<file path="config.mk">
export PLATFORM = sky130hd
export DESIGN_NAME = tcw_front
export DESIGN_NICKNAME = d
export VERILOG_FILES = /design/src/sv/tcw_pkg.sv /design/src/sv/tcw_front.sv
export SDC_FILE = /design/constraint.sdc
export NUM_CORES = 1
export LEC_CHECK = 0
export BUFFER_PORTS_ARGS = -buffer_cell sky130_fd_sc_hd__buf_2
export CAP_MARGIN = 20
export CORE_AREA = 5 5 59 61
export DETAILED_ROUTE_END_ITERATION = 7
export DIE_AREA = 0 0 64 66
export GPL_TIMING_DRIVEN = 0
export PLACE_DENSITY_LB_ADDON = 0.1
export SYNTH_ARGS = -nofsm -noshare
export SYNTH_HDL_FRONTEND = slang
export SYNTH_SLANG_ARGS = --single-unit
export TNS_END_PERCENT = 100
</file>
<file path="constraint.sdc">
create_clock -name clk -period 2.5 [get_ports clk]
set_clock_uncertainty 0.05 [all_clocks]
set_input_delay 0 -clock clk [delete_from_list [all_inputs] [get_ports clk]]
set_output_delay 0 -clock clk [all_outputs]
set_load 0.1 [all_outputs]
</file>
<file path="src/sv/tcw_pkg.sv">
// Shared types and constants for the text console writer.
`default_nettype none

package tcw_pkg;

    typedef enum logic [1:0] {
        REQ_PUT  = 2'd0,
        REQ_FILL = 2'd1,
        REQ_SET  = 2'd2,
        REQ_READ = 2'd3
    } req_type_t;

    typedef struct packed {
        req_type_t   req_type;
        logic [7:0]  char_code;
        logic [7:0]  attribute;
        logic [6:0]  col;
        logic [4:0]  row;
    } req_t;

    typedef struct packed {
        logic [15:0] cell_value;
        logic [6:0]  cursor_col;
        logic [4:0]  cursor_row;
        logic        bad_position;
    } rsp_t;

    typedef struct packed {
        req_type_t   op;
        logic [15:0] cell_word;
        logic [6:0]  col;
        logic [4:0]  row;
        logic        pos_ok;
    } cmd_t;

    localparam logic [15:0] BLANK_CELL = 16'h0720;

    localparam int Q_DEPTH = 4;
    localparam int Q_PTR_W = 2;

endpackage

`default_nettype wire

</file>
<file path="src/sv/tcw_front.sv">
// Request intake: decodes position range and stages one command.
`default_nettype none

module tcw_front #(
    parameter int COLUMNS = 80,
    parameter int ROWS    = 25
) (
    input  logic          clk,
    input  logic          rst_n,
    input  logic          req_valid,
    output logic          req_ready,
    input  tcw_pkg::req_t req,
    input  logic          init_done,
    output logic          cmd_valid,
    input  logic          cmd_ready,
    output tcw_pkg::cmd_t cmd
);

    tcw_pkg::cmd_t cmd_reg;
    tcw_pkg::cmd_t cmd_next;
    logic          cmd_valid_reg;
    logic          pos_ok;

    assign pos_ok = ({1'b0, req.col} < 8'(COLUMNS)) && ({1'b0, req.row} < 6'(ROWS));

    always_comb
    begin
        cmd_next.op        = req.req_type;
        cmd_next.cell_word = {req.attribute, req.char_code};
        cmd_next.col       = req.col;
        cmd_next.row       = req.row;
        cmd_next.pos_ok    = pos_ok;
    end

    assign req_ready = init_done && (!cmd_valid_reg || cmd_ready);
    assign cmd_valid = cmd_valid_reg;
    assign cmd       = cmd_reg;

    always_ff @(posedge clk or negedge rst_n)
    begin
        if (!rst_n)
        begin
            cmd_valid_reg <= 1'b0;
        end
        else if (req_valid && req_ready)
        begin
            cmd_valid_reg <= 1'b1;
        end
        else if (cmd_ready)
        begin
            cmd_valid_reg <= 1'b0;
        end
    end

    always_ff @(posedge clk)
    begin
        if (req_valid && req_ready)
        begin
            cmd_reg <= cmd_next;
        end
    end

endmodule

`default_nettype wire

</file>
Yosys cells after proc, flatten, opt, wreduce, memory -nomap -nowiden --
Cells that the tools add are included.
Word-level totals: flip-flop bits (word level) 32, bits of input ports 35, output and inout port bits 33, logic and storage cells 16
Cells by class: order comparisons 2, muxes and demuxes 2, reductions and logical operators 6
Operator list (number):
- < comparator 7 bit, second input constant | 1
- < comparator 5 bit, second input constant | 1
- logical AND 1 bit | 3
- two-way mux 1 bit | 2
- nonzero test 2 bit | 1
- logical NOT 1 bit | 1
- logical OR 1 bit | 1

Longest topological paths before layout --
depth in word-level cells 5, gate-level depth with buffers 2, depth with buffers taken out 2

Worst setup path after synthesis --
No wires, ideal clock.
path kind reg-to-reg, start point register cmd_valid_reg (netlist: cmd_valid), end point register cmd_reg (netlist bit cmd[0]) (enable), library setup time 0.423 ns, arrival 2.403 ns, data required time 2.027 ns, path slack -0.376 ns, cell stages (with the launch flop) 3, path buffers 0, clock period less this slack 2.876 ns, cells stage by stage dfrtp_1 -> nand2b_1 -> nor2b_1
Between the ends: cells in the longest elaborated chain, start to end 4
Ends and longest elaborated chain:
- start, declared | line tcw_front.sv:21 | logic cmd_valid_reg;
- start signal, assigned | line tcw_front.sv:43 | cmd_valid_reg <= 1'b0;
- start signal, assigned | line tcw_front.sv:47 | cmd_valid_reg <= 1'b1;
- start signal, assigned | line tcw_front.sv:51 | cmd_valid_reg <= 1'b0;
- logical NOT 1 bit | line tcw_front.sv:35 | assign req_ready = init_done && (!cmd_valid_reg || cmd_ready);
- logical OR 1 bit | line tcw_front.sv:35
- logical AND 1 bit | line tcw_front.sv:35
- logical AND 1 bit | line tcw_front.sv:57 | if (req_valid && req_ready)
- end signal, assigned | line tcw_front.sv:59 | cmd_reg <= cmd_next;
- end, declared | line tcw_front.sv:19 | tcw_pkg::cmd_t cmd_reg;
No other way between the ends. A chain may end at the register's enable or synchronous reset.

Worst setup path after layout --
start point register cmd_valid_reg (netlist: cmd_valid), end point register cmd_reg (netlist bit cmd[11]) (enable)
The elaborated chain is that of the path after synthesis.

==> metrics.cfg <==
[run_status]
outcome=complete, no violations

[die]
rows=20
die_height_um=66
die-width_um=64
io-pin-count=68
initial_core_util=0.342
core_region_area_sq_um=2930
floorplan.die_area_sq_um=4220

[cells_and_area]
fillers=230
num_antenna_cells=0
multi_input_comb_area_sq_um=48.8
area.sequential_sq_um=956
finalNetCount=185
area_delta_synth_final_pct=80.4
drive_gt1_frac=0.490
finish.cell_count_without_fillers=184
flip_flop_count_of_the_largest_register_all_copies_and_words_added=31

[setup_path]
worstSetupPathType=flop to flop
timing.critical_path.fanout_max=18
critPathCaptureType=flop
worstRegToRegCells=3
cp_data_required_time_ns=2.49
cp_data_arrival_time_ns=1.75
startpoint_type=flop

[global_routing]
global_routing_usage_summed_across_all_routing_layers=0.134
grt_start_max_net_pins=19
wire_length_of_the_first_global_routing_pass_um=4170
first_global_vias=938
gr-total-overflow=0
grt_antenna_before_repair=0

[place]
placed_cells=141
dp_worst_setup_slack_ns=0.774
gp_routability_congestion=0.748
port_buffer_count=67

[power]
power.ir.vdd_worst_mv=0.425
leakagePower_uw=0.000768
p_per_area_nw_per_um2=648
finalPower_uw=1170

[timing]
final_period_minus_worst_setup_slack_ns=1.77
hold_slack_ns=0.183
timing.final.ws_setup_ns=0.732
worst_pin_slew_ns=0.783
timing.final.hold_violations=0
period_share=0.707
setup-tns-final_ns=0
maxSlewHeadroom=0.475
peak_clock_frequency_supported_by_timing_ghz=0.566
report.final.slew_viol_count=0
unrepaired_setup_endpoints_after_global_routing=false
finalSetupViolCount=0

[clocking]
cts_root_buf=clkbuf_4
clkLatencyLatePin_ns=0.32
path_clk_slew_ns=0.09
cts_tree=built
clockBufferDepth=2
cts_resized=0
cts.htree.levels=2
numCtsBuffers=5
clock_sink_count=32

[synth]
yosys.cell_count.top_type=edfxtp_1
synth.ff_latch_count=32
post_synth_instance_area_sq_um=1000
ys_async_sr_fraction=0.0313
syn_area_per_cell_sq_um=25.1
yosys_warnings=0
cell_types_with_the_largest_area_share_after_synthesis=edfxtp_1, dfrtp_1, and2_1, o311ai_1, nand2_1
postSynthNetCount=75
synth_area_leader_cell=edfxtp_1
post-synth-top-area-fraction=0.929
edff_count_synth=31
top_post_synthesis_cells_by_count=edfxtp_1, and2_1, nand2_1
synth-seq-area-share=0.954
synth_cells=40
post_synth_num_cell_types=8
synth-main-ff-cell=edfxtp_1

[hold_path]
holdCritPathClass=input port to flop
hold_depth=3

[drt]
routed-via-count=779
detail_route.vias_per_cell=4.23
drc_errors=0
avgRoutedWirePerCell_um=13.5
first_iter_violations=20
routed_wirelength_um=2480
drtAntennaViolNets=0
detail_route.first_pass.iterations=2

[flow_run]
max_cap_viol_count=0

## cells in the final DEF, fill, tap and decap left out
master	count
and2_1	2
buf_16	1
buf_2	67
clkbuf_1	3
clkbuf_4	5
dfrtp_1	1
dlygate4sd3_1	35
edfxtp_1	31
nand2_1	2
nand2b_1	1
nor2b_2	1
o21ai_0	1
o311ai_1	1
## cell families (layout without fill, tap and decap cells)
kind of cell	after synthesis	in the layout	share of synthesized area
DFF	32	32	0.954
buffers and inverters	0	111	0
and+or+nand+nor	6	6	0.0325
AOI/OAI and AO/OA	2	2	0.0137
## final timing paths
kind / start / to / slack (ns)
worst max-delay path: cmd_valid / cmd[11] / 0.73
worst min-delay path: init_done / cmd[23] / 0.18
worst max register to register: cmd_valid / cmd[11] / 0.73
worst min register to register: cmd_valid / cmd[23] / 0.92
max in group asynchronous: rst_n / cmd_valid / 1.84
min in group asynchronous: rst_n / cmd_valid / 0.46
## timing repair
item	in CTS	in global routing
buffers inserted	0	0
hold endpoints to repair	32	0
hold buffers	35	0
endpoints found under the setup margin	0	0
## per-layer routing
| metal | track usage | up-vias | wire, um |
|---|---|---|---|
| li1 | - | 375 | - |
| met5 | 0 | - | 0 |
| met1 | 0.112 | 355 | 813 |
| met3 | 0.0799 | 2 | 281 |
| met4 | 0.0390 | 0 | 15 |
| met2 | 0.258 | 47 | 1370 |
## through the flow
step	util	instance area (sq um)
final	0.618	1810
after global routing	0.618	1810
after CTS	0.618	1810
after detailed placement	0.481	1410
after global placement	0.472	1380
after floorplan	-	1000
## worst max-delay path: stages (launching register included)
cell and delay, ns:
dfrtp_1 0.40, nand2b_1 0.12, nor2b_2 0.67, buf_16 0.23
## area by class of cell
type,instances,area share
flip-flops and latches,32,0.529
repair buffers,103,0.394
multi-input cells,8,0.0270
clock buffers,8,0.0270
well taps,33,0.0228
## where the power goes
| group | internal, uW | switching (uW) | total [uW] | leakage [uW] |
|---|---|---|---|---|
| clock network | 112 | 156 | 268 | 0.0000265 |
| logic | 77.6 | 205 | 283 | 0.000441 |
| registers | 616 | 5.30 | 621 | 0.000301 |
| total | 805 | 367 | 1170 | 0.000768 |
Note: power is estimated with default switching activity, not from simulation.
