--- config.mk ---
export PLATFORM = sky130hd
export DESIGN_NAME = tcw_cmd_fifo
export DESIGN_NICKNAME = d
export VERILOG_FILES = /design/src/sv/tcw_pkg.sv /design/src/sv/tcw_cmd_fifo.sv
export SDC_FILE = /design/constraint.sdc
export NUM_CORES = 1
export LEC_CHECK = 0
export BUFFER_PORTS_ARGS = -buffer_cell sky130_fd_sc_hd__buf_2
export CAP_MARGIN = 20
export CORE_MARGIN = 1.5
export CORE_UTILIZATION = 40
export CTS_CLUSTER_DIAMETER = 150
export DETAILED_ROUTE_END_ITERATION = 10
export GPL_TIMING_DRIVEN = 0
export PLACE_DENSITY = 0.71
export SLEW_MARGIN = 20
export SYNTH_ARGS = -nofsm -noshare
export SYNTH_HDL_FRONTEND = slang
export SYNTH_SLANG_ARGS = --single-unit
--- constraint.sdc ---
create_clock -name clk -period 2.6 [get_ports clk]
set_input_delay 0.52 -clock clk [delete_from_list [all_inputs] [get_ports clk]]
set_output_delay 0.52 -clock clk [all_outputs]
set_load 0.05 [all_outputs]
--- src/sv/tcw_pkg.sv ---
// Shared types and constants for the text console writer.
`default_nettype none

package tcw_pkg;

    typedef enum logic [1:0] {
        REQ_PUT  = 2'd0,
        REQ_FILL = 2'd1,
        REQ_SET  = 2'd2,
        REQ_READ = 2'd3
    } req_type_t;

    typedef struct packed {
        req_type_t   req_type;
        logic [7:0]  char_code;
        logic [7:0]  attribute;
        logic [6:0]  col;
        logic [4:0]  row;
    } req_t;

    typedef struct packed {
        logic [15:0] cell_value;
        logic [6:0]  cursor_col;
        logic [4:0]  cursor_row;
        logic        bad_position;
    } rsp_t;

    typedef struct packed {
        req_type_t   op;
        logic [15:0] cell_word;
        logic [6:0]  col;
        logic [4:0]  row;
        logic        pos_ok;
    } cmd_t;

    localparam logic [15:0] BLANK_CELL = 16'h0720;

    localparam int Q_DEPTH = 4;
    localparam int Q_PTR_W = 2;

endpackage

`default_nettype wire

--- src/sv/tcw_cmd_fifo.sv ---
// Short command queue between intake and execution.
`default_nettype none

module tcw_cmd_fifo (
    input  logic          clk,
    input  logic          rst_n,
    input  logic          push_valid,
    output logic          push_ready,
    input  tcw_pkg::cmd_t push_data,
    output logic          pop_valid,
    input  logic          pop_ready,
    output tcw_pkg::cmd_t pop_data
);

    tcw_pkg::cmd_t              q_mem [tcw_pkg::Q_DEPTH];
    logic [tcw_pkg::Q_PTR_W-1:0] wr_ptr_reg;
    logic [tcw_pkg::Q_PTR_W-1:0] rd_ptr_reg;
    logic [tcw_pkg::Q_PTR_W:0]   count_reg;
    logic                        push;
    logic                        pop;

    assign push_ready = (count_reg != (tcw_pkg::Q_PTR_W + 1)'(tcw_pkg::Q_DEPTH));
    assign pop_valid  = (count_reg != '0);
    assign pop_data   = q_mem[rd_ptr_reg];
    assign push       = push_valid && push_ready;
    assign pop        = pop_valid && pop_ready;

    always_ff @(posedge clk or negedge rst_n)
    begin
        if (!rst_n)
        begin
            wr_ptr_reg <= '0;
            rd_ptr_reg <= '0;
            count_reg  <= '0;
        end
        else
        begin
            if (push)
            begin
                wr_ptr_reg <= wr_ptr_reg + 1'b1;
            end
            if (pop)
            begin
                rd_ptr_reg <= rd_ptr_reg + 1'b1;
            end
            if (push && !pop)
            begin
                count_reg <= count_reg + 1'b1;
            end
            else if (pop && !push)
            begin
                count_reg <= count_reg - 1'b1;
            end
        end
    end

    always_ff @(posedge clk)
    begin
        if (push)
        begin
            q_mem[wr_ptr_reg] <= push_data;
        end
    end

    a_count_bound: assert property (@(posedge clk) disable iff (!rst_n)
        count_reg <= (tcw_pkg::Q_PTR_W + 1)'(tcw_pkg::Q_DEPTH))
        else $error("queue count over depth");

    a_count_up: assert property (@(posedge clk) disable iff (!rst_n)
        (push && !pop) |=> (count_reg == $past(count_reg) + 1'b1))
        else $error("queue count missed a push");

endmodule

`default_nettype wire

# After elaboration in Yosys (flattened, before gate mapping)
# Memory sizes are Yosys's and may differ from the RTL's.
# Index checks and enable logic that the tools add are counted.
[op_classes] n_addsub=4 n_mul=0 div_mod_pow=0 n_lt_le_gt_ge=0 n_eq_ne=1 n_shift=0 mux=4 n_bitwise=0 reduce_logical=8
[op_table] operator="two-way mux 3 bit" n=2
[op_table] operator="adder 2 x 1 -> 2 bit (second input constant)" n=2
[op_table] operator="logical AND 1 bit" n=4
[op_table] operator="adder 3 x 1 -> 3 bit (second input constant)" n=1
[op_table] operator="!= test 3 bit (second input constant)" n=1
[op_table] operator="nonzero test 3 bit" n=1
[op_table] operator="subtractor 3 x 1 -> 3 bit (second input constant)" n=1
[op_table] operator="zero test 1 bit" n=2
[op_table] operator="two-way mux 1 bit" n=2
[op_table] operator="nonzero test 2 bit" n=1
[word_totals] ff_bits=7 latch_bits=0 ramBits=124 romBits=0 in_bits=35 out_inout_bits=33 memories=1
[memory_table] memory="q_mem" depth=4 word_bits=31 rd=1 rd_clocked_by_memory_dff=0 wr=1 line_no="tcw_cmd_fifo.sv:15" rtl="tcw_pkg::cmd_t q_mem [tcw_pkg::Q_DEPTH];"

# Depth between registers and ports, before layout
[depth] depth_word=6 ltp_mapped=8

# Worst setup path after synthesis
# OpenSTA, ideal clock, no wires.
[synth_path] kind="flip-flop to flip-flop" start="register count_reg[1] (netlist name)" end="register count_reg[2] (netlist name)" setup_time_ns=0.079 arrival_ns=2.202 required_time_ns=2.521 slack_ns=0.319 stages_incl_launch_ff=9 n_path_buf=0 synth_period_minus_slack_ns=2.281 path_cell_list="dfrtp_1 -> or3_1 -> nand2_1 -> ha_1 -> inv_1 -> fa_1 -> xor2_1 -> nor2_1 -> xor2_1"
[synth_via] elab_chain_cells=5 word_cells_on_any_way=13
[synth_lines] item="start: declaration" line_no="tcw_cmd_fifo.sv:18" rtl="logic [tcw_pkg::Q_PTR_W:0] count_reg;"
[synth_lines] item="start signal: assignment" line_no="tcw_cmd_fifo.sv:48" rtl="count_reg <= count_reg + 1'b1;"
[synth_lines] item="start signal: assignment" line_no="tcw_cmd_fifo.sv:52" rtl="count_reg <= count_reg - 1'b1;"
[synth_lines] item="nonzero test 3 bit *" line_no="tcw_cmd_fifo.sv:23" rtl="assign pop_valid = (count_reg != '0);"
[synth_lines] item="named net pop_valid" line_no="tcw_cmd_fifo.sv:10" rtl="output logic pop_valid,"
[synth_lines] item="logical AND 1 bit *" line_no="tcw_cmd_fifo.sv:26" rtl="assign pop = pop_valid && pop_ready;"
[synth_lines] item="zero test 1 bit" line_no="tcw_cmd_fifo.sv:46" rtl="if (push && !pop)"
[synth_lines] item="logical AND 1 bit" line_no="tcw_cmd_fifo.sv:46"
[synth_lines] item="two-way mux 3 bit / nonzero test 2 bit (equally long branches)"
# The timed path passes the listed nets; every way through them passes the cells marked *. The select of a mux whose other input is x is not followed.
# A chain may end at the register's enable or synchronous reset.

==> flow_metrics.env <==
export IMPL_syn_area_per_cell_um2=25.0
export IMPL_endpoint_kind="primary output"
export IMPL_placementRows=40
export IMPL_yosys_area_top_type="edfxtp_1"
export IMPL_ctsResizeCount=0
export IMPL_cts_hold_buf=1
export IMPL_critPathSlowestCell="mux4_2"
export IMPL_synthesis_instances=197
export IMPL_start_util_pct=41.0
export IMPL_status="completed"
export IMPL_viasPerCell=4.96
export IMPL_powerDensity_mw_per_mm2=1340
export IMPL_synth_top_cell_area_share_pct=75.6
export IMPL_grt_max_degree=21
export IMPL_slew_headroom_pct=65.3
export IMPL_tightest_slew_ns=0.521
export IMPL_synth_most_common_cell="edfxtp_1"
export IMPL_area_delta_synth_final_pct=23.8
export IMPL_path_clk_slew_ns=0.05
export IMPL_power_uw=8200
export IMPL_ys_ff_latch=131
export IMPL_fp_dieH_um=114
export IMPL_cp_top_family="buffers and inverters"
export IMPL_dp_worst_setup_slack_ns=0.450
export IMPL_yosysUniqueCellTypes=19
export IMPL_crit_type="reg -> out"
export IMPL_synthTopCellsByCount="edfxtp_1, mux4_2, dfrtp_1"
export IMPL_grt_setup_unrepaired="false"
export IMPL_io_buffers=67
export IMPL_ff_latch_area_mm2=0.00390
export IMPL_netlist_top_cells_area="edfxtp_1, mux4_2, dfrtp_1"
export IMPL_setup_viol=0
export IMPL_fin_crit_ns=2.33
export IMPL_largest_register_ffs=124
export IMPL_clock_root_buffer="clkbuf_16"
export IMPL_dieArea_mm2=0.0130
export IMPL_cts_buffer_depth=2
export IMPL_drv_slew=0
export IMPL_final_hold_viol_count=0
export IMPL_cts_made_buffers=17
export IMPL_whs_ns=0.317
export IMPL_max_freq_mhz=429
export IMPL_post_cts_buffers=0
export IMPL_synthFlopType="edfxtp_1"
export IMPL_wl_per_cell_um=18.2
export IMPL_top_level_ports=68
export IMPL_fin_cells=448
export IMPL_num_antenna_cells=0
export IMPL_drive_above_1_share_pct=46.5
export IMPL_dieWidth_um=114
export IMPL_min_path_type="in -> reg"
export IMPL_layout_setup_ws_ns=0.268
export IMPL_finalCritPeriodShare_pct=89.7
export IMPL_cts_tree="done"
export IMPL_gp_congestion=0.649
export IMPL_ir_worst_vdd_mv=0.490
export IMPL_crit_required_ns=2.08
export IMPL_fill_cells=966
export IMPL_antenna_left=0
export IMPL_p_leak_uw=0.00215
export IMPL_path_cells="buf_6 -> buf_12 -> mux4_2 -> buf_2"
export IMPL_multi_input_area_um2=935
export IMPL_synth_edf_count=124
export IMPL_cts_sinks=131
export IMPL_drc_errors=0
export IMPL_first_pass_iters=6
export IMPL_grt_pass1_vias=2440
export IMPL_clock_latency_ns=0.41
export IMPL_core_area_mm2=0.0120
export IMPL_critPathMaxStageDelay_ns=0.52
export IMPL_seq_area_frac_synth_pct=79.1
export IMPL_cp_buffers_inverters=3
export IMPL_ys_warn_count=0
export IMPL_antenna_found_initial=0
export IMPL_num_vias=2222
export IMPL_maxCapViolations=0
export IMPL_totalWireLength_um=8150
export IMPL_grt_use_total_pct=14.4
export IMPL_fin_nets=329
export IMPL_arrival_ns=1.81
export IMPL_postSynth_asyncResetShare_pct=5.34
export IMPL_overflow=0
export IMPL_grt_pass1_wl_um=13100
export IMPL_drt_first_iter_violations=88
export IMPL_crit_path_start_kind="register"
export IMPL_hpwl_um=5230
export IMPL_post_place_cells=415
export IMPL_cp_max_fo=10
export IMPL_skew_ns=0.00610
export IMPL_ctsHtreeMaxLevel=4
export IMPL_syn_area_mm2=0.00493
export IMPL_syn_nets=238
## per-layer routing
layer / global-route usage, % / share of wire, % / vias up
met4: 8.08 / 2.6 / 0
met2: 23.4 / 51 / 58
met3: 5.53 / 5.4 / 20
met1: 16.5 / 41 / 1132
li1: - / - / 1012
met5: 0 / 0 / -
## cell usage in the layout, fill, tap and decap left out, drive strengths merged
cell type,instances
mux2,2
a21boi,1
dfrtp,7
dlygate4sd3,1
buf,78
xor2,2
nand3,1
clkinvlp,3
inv,3
ha,5
or3,1
nand2,2
xnor2,4
fa,1
clkbuf,19
clkinv,9
nor2,2
bufinv,1
edfxtp,124
mux4,31
and2,4
## kinds of logic after synthesis
family | Yosys count | synth area share, %
flops | 131 | 79.1
mux | 33 | 14.9
buf+inv | 10 | 1.98
simple gates | 10 | 1.04
xor+xnor | 6 | 1.07
fa+ha+maj | 6 | 1.68
compound gates | 1 | 0.229
## final cells by class
cell class / count / share of cell area, %
well taps: 147 / 3.02
flip-flops and latches: 131 / 63.9
multi-input cells: 56 / 15.3
clock buffers: 19 / 7.10
repair buffers: 72 / 7.47
plain buffers: 7 / 1.42
inverters: 3 / 0.185
clock inverters: 13 / 1.54
## worst paths after layout
check,startpoint,depth (start not counted),slack [ns],endpoint
worst max register to register,count_reg[0],8,0.45,count_reg[2]
worst max-delay path,rd_ptr_reg[0],4,0.27,pop_data[4]
worst min register to register,count_reg[2],1,0.53,count_reg[2]
worst min-delay path,push_data[17],1,0.32,q_mem[3][17]
min in group asynchronous,rst_n,2,0.47,count_reg[0]
max in group asynchronous,rst_n,2,1.96,wr_ptr_reg[0]
## per-stage QoR
| step | TNS, ns | area, um2 | util [%] |
|---|---|---|---|
| after floorplan | 0 | 4930 | - |
| after global placement | -8.21 | 5450 | 45.3 |
| after detailed placement | 0 | 5560 | 46.3 |
| after CTS | 0 | 6100 | 50.8 |
| after global routing | 0 | 6100 | 50.8 |
| final | 0 | 6100 | 50.8 |
## report_power, final
part,internal (uW),switching [uW],leakage [uW]
registers,2800,128,0.00122
logic,1080,2080,0.000682
clock network,1290,821,0.000255
total,5170,3030,0.00215
(Power assumes the default switching activity.)
